File: src/hdl/bfm_pkg.sv
// Shared types, constants and command codes for the Bloom filter key unit.
// Depends on nothing; the top level, datapath, controller and test use it.
`timescale 1ns / 1ps

package bfm_pkg;

    // request kinds
    localparam logic [1:0] REQ_CLEAR  = 2'd0;
    localparam logic [1:0] REQ_INSERT = 2'd1;
    localparam logic [1:0] REQ_QUERY  = 2'd2;

    // configuration register indexes
    localparam logic [1:0] CFG_NUM_HASHES = 2'd0;
    localparam logic [1:0] CFG_NUM_BITS   = 2'd1;

    localparam logic [4:0]  NUM_HASHES_RESET = 5'd4;
    localparam logic [16:0] NUM_BITS_RESET   = 17'd65536;

    // hash constants
    localparam logic [31:0] MUR_C1   = 32'hcc9e2d51;
    localparam logic [31:0] MUR_C2   = 32'h1b873593;
    localparam logic [31:0] MUR_ADD  = 32'he6546b64;
    localparam logic [31:0] FMIX_C1  = 32'h85ebca6b;
    localparam logic [31:0] FMIX_C2  = 32'hc2b2ae35;
    localparam logic [31:0] SEED_STEP = 32'd10;

    localparam int NUM_DIGITS = 20;
    localparam int WORD_BITS  = 32;

    typedef struct packed {
        logic [1:0]  req_type;
        logic [63:0] range_value;
    } request_t;

    typedef struct packed {
        logic       is_member;
        logic [1:0] done_type;
    } result_t;

    // datapath commands
    typedef enum logic [4:0] {
        DP_NOP,
        DP_LOAD,
        DP_CLR_STEP,
        DP_BCD_STEP,
        DP_NORM_STEP,
        DP_HASH_INIT,
        DP_BLK_MUL1,
        DP_BLK_MUL2,
        DP_BLK_MIX,
        DP_TAIL_MUL1,
        DP_TAIL_MUL2,
        DP_TAIL_MIX,
        DP_FIN0,
        DP_FIN1,
        DP_FIN2,
        DP_FIN3,
        DP_MOD_STEP,
        DP_BIT_READ,
        DP_BIT_CHECK
    } dp_op_t;

    typedef struct packed {
        dp_op_t op;
    } dp_cmd_t;

    typedef struct packed {
        logic clr_last;
        logic bcd_last;
        logic norm_done;
        logic more_blocks;
        logic has_tail;
        logic mod_last;
        logic last_hash;
        logic no_hashes;
        logic miss;
        logic is_query;
    } dp_status_t;

endpackage

File: src/hdl/bfm_ctrl.sv
// Controller state machine: sequences clear sweep, conversion, hashing and bit access.
// Depends on bfm_pkg; drives bfm_datapath through command and status structs.
`timescale 1ns / 1ps

module bfm_ctrl (
    input  logic                clk,
    input  logic                rst_n,
    input  logic                start,
    input  logic [1:0]          start_type,
    input  bfm_pkg::dp_status_t status,
    output bfm_pkg::dp_cmd_t    cmd,
    output logic                busy,
    output logic                done
);

    typedef enum logic [4:0] {
        ST_CLEAR, ST_IDLE, ST_BCD, ST_NORM, ST_HINIT, ST_HSEL,
        ST_M1, ST_M2, ST_M3, ST_T1, ST_T2, ST_T3,
        ST_F0, ST_F1, ST_F2, ST_F3, ST_MOD, ST_RD, ST_CHK, ST_DONE
    } state_t;

    state_t state_reg, state_next;
    logic   from_req_reg, from_req_next;
    logic   busy_reg, done_reg;

    // next state and command decode
    always_comb
    begin
        state_next    = state_reg;
        from_req_next = from_req_reg;
        cmd.op        = bfm_pkg::DP_NOP;
        unique case (state_reg)
            ST_CLEAR:
            begin
                cmd.op = bfm_pkg::DP_CLR_STEP;
                if (status.clr_last)
                begin
                    state_next = from_req_reg ? ST_DONE : ST_IDLE;
                end
            end
            ST_IDLE:
            begin
                if (start)
                begin
                    cmd.op = bfm_pkg::DP_LOAD;
                    priority if (start_type == bfm_pkg::REQ_CLEAR)
                    begin
                        state_next    = ST_CLEAR;
                        from_req_next = 1'b1;
                    end
                    else if (start_type == bfm_pkg::REQ_INSERT ||
                             start_type == bfm_pkg::REQ_QUERY)
                    begin
                        state_next = ST_BCD;
                    end
                    else
                    begin
                        state_next = ST_DONE;
                    end
                end
            end
            ST_BCD:
            begin
                cmd.op = bfm_pkg::DP_BCD_STEP;
                if (status.bcd_last)
                begin
                    state_next = ST_NORM;
                end
            end
            ST_NORM:
            begin
                cmd.op = bfm_pkg::DP_NORM_STEP;
                if (status.norm_done)
                begin
                    state_next = status.no_hashes ? ST_DONE : ST_HINIT;
                end
            end
            ST_HINIT:
            begin
                cmd.op     = bfm_pkg::DP_HASH_INIT;
                state_next = ST_HSEL;
            end
            ST_HSEL:
            begin
                priority if (status.more_blocks) state_next = ST_M1;
                else if (status.has_tail)         state_next = ST_T1;
                else                              state_next = ST_F0;
            end
            ST_M1: begin cmd.op = bfm_pkg::DP_BLK_MUL1;  state_next = ST_M2;   end
            ST_M2: begin cmd.op = bfm_pkg::DP_BLK_MUL2;  state_next = ST_M3;   end
            ST_M3: begin cmd.op = bfm_pkg::DP_BLK_MIX;   state_next = ST_HSEL; end
            ST_T1: begin cmd.op = bfm_pkg::DP_TAIL_MUL1; state_next = ST_T2;   end
            ST_T2: begin cmd.op = bfm_pkg::DP_TAIL_MUL2; state_next = ST_T3;   end
            ST_T3: begin cmd.op = bfm_pkg::DP_TAIL_MIX;  state_next = ST_F0;   end
            ST_F0: begin cmd.op = bfm_pkg::DP_FIN0;      state_next = ST_F1;   end
            ST_F1: begin cmd.op = bfm_pkg::DP_FIN1;      state_next = ST_F2;   end
            ST_F2: begin cmd.op = bfm_pkg::DP_FIN2;      state_next = ST_F3;   end
            ST_F3: begin cmd.op = bfm_pkg::DP_FIN3;      state_next = ST_MOD;  end
            ST_MOD:
            begin
                cmd.op = bfm_pkg::DP_MOD_STEP;
                if (status.mod_last)
                begin
                    state_next = ST_RD;
                end
            end
            ST_RD: begin cmd.op = bfm_pkg::DP_BIT_READ;  state_next = ST_CHK;  end
            ST_CHK:
            begin
                cmd.op = bfm_pkg::DP_BIT_CHECK;
                // a query stops at the first clear bit
                if ((status.is_query && status.miss) || status.last_hash)
                begin
                    state_next = ST_DONE;
                end
                else
                begin
                    state_next = ST_HINIT;
                end
            end
            ST_DONE:
            begin
                state_next    = ST_IDLE;
                from_req_next = 1'b0;
            end
            default: state_next = ST_IDLE;
        endcase
    end

    // state and registered outputs
    always_ff @(posedge clk or negedge rst_n)
    begin
        if (!rst_n)
        begin
            state_reg    <= ST_CLEAR;
            from_req_reg <= 1'b0;
            busy_reg     <= 1'b1;
            done_reg     <= 1'b0;
        end
        else
        begin
            state_reg    <= state_next;
            from_req_reg <= from_req_next;
            busy_reg     <= state_next != ST_IDLE;
            done_reg     <= state_next == ST_DONE;
        end
    end

    assign busy = busy_reg;
    assign done = done_reg;

`ifndef ASSERT_OFF
    a_accept_busy: assert property (@(posedge clk) disable iff (!rst_n)
        (start && !busy) |=> busy)
        else $error("accepted request did not raise busy");
    a_done_one: assert property (@(posedge clk) disable iff (!rst_n)
        done |=> !done)
        else $error("result strobe longer than one cycle");
    a_done_busy: assert property (@(posedge clk) disable iff (!rst_n)
        done |-> busy && state_reg == ST_DONE)
        else $error("result strobe outside the done state");
    a_idle_free: assert property (@(posedge clk) disable iff (!rst_n)
        (state_reg == ST_IDLE) |-> !busy)
        else $error("busy while idle");
`endif

endmodule

File: config.mk
export PLATFORM = sky130hd
export DESIGN_NAME = bfm_ctrl
export DESIGN_NICKNAME = d
export VERILOG_FILES = /design/src/hdl/bfm_pkg.sv /design/src/hdl/bfm_ctrl.sv
export SDC_FILE = /design/constraint.sdc
export NUM_CORES = 1
export LEC_CHECK = 0
export ABC_AREA = 1
export BUFFER_PORTS_ARGS = -buffer_cell sky130_fd_sc_hd__buf_2
export CORE_MARGIN = 8
export CORE_UTILIZATION = 50
export DETAILED_ROUTE_END_ITERATION = 6
export GPL_TIMING_DRIVEN = 0
export PLACE_DENSITY = 0.83
export SLEW_MARGIN = 20
export SYNTH_ARGS = -nofsm -noshare
export SYNTH_HDL_FRONTEND = slang
export SYNTH_SLANG_ARGS = --single-unit
File: constraint.sdc
create_clock -name clk -period 3.8 [get_ports clk]
set_input_delay 0.38 -clock clk [delete_from_list [all_inputs] [get_ports clk]]
set_output_delay 0.38 -clock clk [all_outputs]
set_load 0.1 [all_outputs]
# Word-level counts from Yosys, hierarchy flattened

Index checks and enable logic that the tools add are counted.

Register bits: 8
Latch bits: 0
RAM bits: 0
Bits in read-only memories: 0
Input bits: 15
Output and inout bits: 7
Memories kept: 0

Add/subtract/negate cells: 0
$mul: 0
Divide/modulo/power cells: 0
Order comparisons: 0
Equality and inequality tests: 25
Shift-type cells: 0
Muxes and demuxes: 18
Bitwise logic cells: 0
Reductions and logical operators: 8

Operators with widths:

| cell                                                            | number |
|---|---|
| 5-bit case mux with 18 select lines                             | 2 |
| 5-bit 2-to-1 mux                                                | 10 |
| 5-bit by 4-bit == test with 1-bit output, second input constant | 8 |
| 5-bit == test, second input constant                            | 5 |
| 5-bit by 3-bit == test with 1-bit output, second input constant | 4 |
| 5-bit by 2-bit == test with 1-bit output, second input constant | 2 |
| 5-bit by 1-bit == test with 1-bit output, second input constant | 1 |
| 5-bit zero test                                                 | 1 |
| 5-bit by 1-bit != test with 1-bit output, second input constant | 1 |
| 4-bit 2-to-1 mux                                                | 1 |
| 2-bit != test, second input constant                            | 2 |
| 1-bit 2-to-1 mux                                                | 3 |
| 3-bit 2-to-1 mux                                                | 1 |
| 3-bit AND reduction                                             | 1 |
| 2-bit by 1-bit == test with 1-bit output, second input constant | 1 |
| 2-bit == test, second input constant                            | 1 |
| 2-bit zero test                                                 | 1 |
| 1-bit logical OR                                                | 2 |
| 1-bit case mux with 2 select lines                              | 1 |
| 2-bit nonzero test                                              | 1 |
| 2-bit OR reduction                                              | 1 |
| 1-bit logical AND                                               | 1 |

# Logic depth before layout (Yosys ltp)

Depth in word-level cells: 7
Gate-level depth with buffers: 11

# Worst setup path before layout

No wires, ideal clock.

Path kind: reg-to-output
From: register state_reg[3]
To: output port cmd[0] (netlist name)
Arrival: 2.217 ns
Required time: 3.420 ns
Slack: 1.203 ns
Stages on the path, launching flop included: 4
Cells stage by stage: dfrtp_1 nor2_4 inv_1 o2111ai_1

RTL lines:

| element                | RTL line        | RTL |
|---|---|---|
| start, declared        | bfm_ctrl.sv:22  | `state_t state_reg, state_next;` |
| start signal, assigned | bfm_ctrl.sv:142 | `state_reg <= state_next;` |
| end, declared          | bfm_ctrl.sv:11  | `output bfm_pkg::dp_cmd_t cmd,` |

==> flow_summary.json <==
{
  "status": "finished clean",
  "setup_violations": 0,
  "mostFrequentLayoutCells": "nand2_1, nor2_1, buf_2, nand3_1, inv_1",
  "grt_pass1_vias": 992,
  "crit_fanout": 10,
  "finalMaxSlewViolations": 0,
  "endpoint_kind": "output pin",
  "syn_avg_cell_area_sq_um": 5.829,
  "ys_seq_area_share_pct": 21.47,
  "crit_required_ns": 3.42,
  "wire_per_inst_um": 12.08,
  "wl_met3_um": 181,
  "cts-root-buf": "clkbuf_4",
  "met1_length_um": 1145,
  "row_count": 15,
  "antennaDiodeCount": 0,
  "drt_iter0_markers": 38,
  "grt_antenna_before_repair": 0,
  "coreArea_sq_um": 1745,
  "clk_pin_slew_worst_paths_ns": 0.06,
  "htree_levels": 1,
  "min_path_type": "in2async",
  "die_width_um": 59.32,
  "cts_buffers": 3,
  "die_area_sq_um": 3519,
  "drive_gt1_share_pct": 30.48,
  "timing_hold_violations_final": 0,
  "worst-slew-pin-transition_ns": 0.4922,
  "tns_ns": 0,
  "grt_pass1_wl_um": 4450,
  "routed.top_layer": "met4",
  "nets": 203,
  "hpwlAfterDp_um": 2132,
  "period_share_pct": 62.36,
  "grt_overflow": 0,
  "cts_buffer_depth": 2,
  "fmax_ghz": 0.4220,
  "critical_path_class": "reg2out",
  "layout.cells.non_filler": 212,
  "drtAntennaViolNets": 0,
  "synth.largest_area_cell": "dfrtp_1",
  "relSlewSlack_pct": 67.41,
  "wl_um": 2562,
  "crit_path_start_kind": "flip-flop",
  "syn_area_sq_um": 938.4,
  "ys_ff_latch": 8,
  "syn_inst": 161,
  "drtPass1Iterations": 4,
  "timing.final.crit_period_ns": 2.370,
  "io_buffer_count": 21,
  "cts_tree": "yes",
  "synthTopCellsByArea": "dfrtp_1, nand2_1, nor2_1, nand3_1, nand2_2",
  "numPlacedInstances": 207,
  "synth_top_area_share_pct": 18.67,
  "grt_usage_pct": 15.98,
  "die_y_um": 59.32,
  "yosysUniqueCellTypes": 26,
  "clk_latency_ns": 0.26,
  "gp_congestion": 0.9244,
  "final_common_cell": "nand2_1",
  "arrival_ns": 1.99,
  "clock_sinks": 8,
  "syn-num-nets": 176,
  "grt_max_degree": 11,
  "start_util_pct": 53.76,
  "areaGrowthSynthToFinish_pct": 18.40,
  "yosysWarnings": 0,
  "wl_met2_um": 1217,
  "vias_per_cell": 5.080,
  "fillers": 189,
  "rsz0062_at_grt": "false",
  "largest_register_ffs": 5,
  "drc": 0,
  "ios": 22,
  "num_vias": 1077,
  "drv_cap": 0,
  "finalClockSkew_ns": 0.01444
}
[stage by stage]
stage	hold slack [ns]	setup slack (ns)	util, %	cell area, sq um
floorplan	0.08441	1.203	-	938.4
CTS	0.4693	1.424	63.66	1111
global route	0.4964	1.279	63.66	1111
detailed placement	0.2307	1.697	61.58	1075
finish	0.4781	1.430	63.66	1111
global placement	0.2199	1.726	61.58	1075
[metal layers]
| metal | global-route usage, % | vias up |
|---|---|---|
| li1 | - | 565 |
| met1 | 20.10 | 471 |
| met2 | 25.58 | 39 |
| met3 | 4.555 | 2 |
| met4 | 4.437 | 0 |
| met5 | 0 | - |
[final timing paths]
| check | from | endpoint | slack, ns | cells past startpoint |
|---|---|---|---|---|
| max in group asynchronous | rst_n | busy$_DFF_PN1_ | 3.07 | 2 |
| min | rst_n | from_req_reg$_DFFE_PN0P_ | 0.48 | 2 |
| min in group clk | start_type[0] | from_req_reg$_DFFE_PN0P_ | 0.48 | 4 |
| max reg2reg | state_reg[2]$_DFF_PN0_ | busy$_DFF_PN1_ | 2.22 | 9 |
| max | state_reg[3]$_DFF_PN0_ | cmd[0] | 1.43 | 6 |
| min reg2reg | from_req_reg$_DFFE_PN0P_ | from_req_reg$_DFFE_PN0P_ | 0.57 | 2 |
[cells by family (layout without fill, tap and decap cells)]
| kind of cell | Yosys count | after routing | share of synthesized area, % |
|---|---|---|---|
| flops | 8 | 8 | 21.47 |
| simple gates | 122 | 122 | 61.47 |
| buf+inv | 20 | 46 | 10.00 |
| compound gates | 11 | 11 | 7.066 |
[critical path: stages (launching register included)]
cell and delay, ns:
dfrtp_1 0.47, nor2_2 0.39, nand3_1 0.16, inv_1 0.12, nor3_1 0.06, o2111ai_1 0.07, buf_2 0.46
[final cells by class]
type | instances | area (sq um) | share of cell area [%]
Clock buffer | 4 | 26.28 | 2.365
Sequential cell | 8 | 201.4 | 18.13
Inverter | 17 | 63.81 | 5.743
Tap cell | 25 | 31.28 | 2.815
Multi-Input combinational cell | 133 | 643.1 | 57.88
Timing Repair Buffer | 22 | 115.1 | 10.36
Buffer | 3 | 30.03 | 2.703
[what timing repair did]
action	in CTS	in global routing
endpoints found under the hold margin	7	0
hold buffers	1	0
buffers inserted	0	0
resized for setup	0	0
[synthesized netlist by cell type]
library cell	n
or2_2	1
nand2_1	45
nor2_1	34
a21oi_1	3
dfstp_2	1
nand2_2	8
inv_1	11
nand3_2	2
a21oi_2	1
nand4_1	1
o21ai_0	3
nand3_1	16
nor3_1	2
o2111ai_1	1
nand2_4	1
nand3b_1	1
nor2_4	4
a31oi_1	1
nor2_2	6
buf_6	2
a21o_1	1
dfrtp_1	7
inv_2	6
or2_1	1
o21ai_1	1
buf_4	1
Power is not shown: default switching activity piles up to over one toggle a cycle in this logic, so the estimate is an artifact.
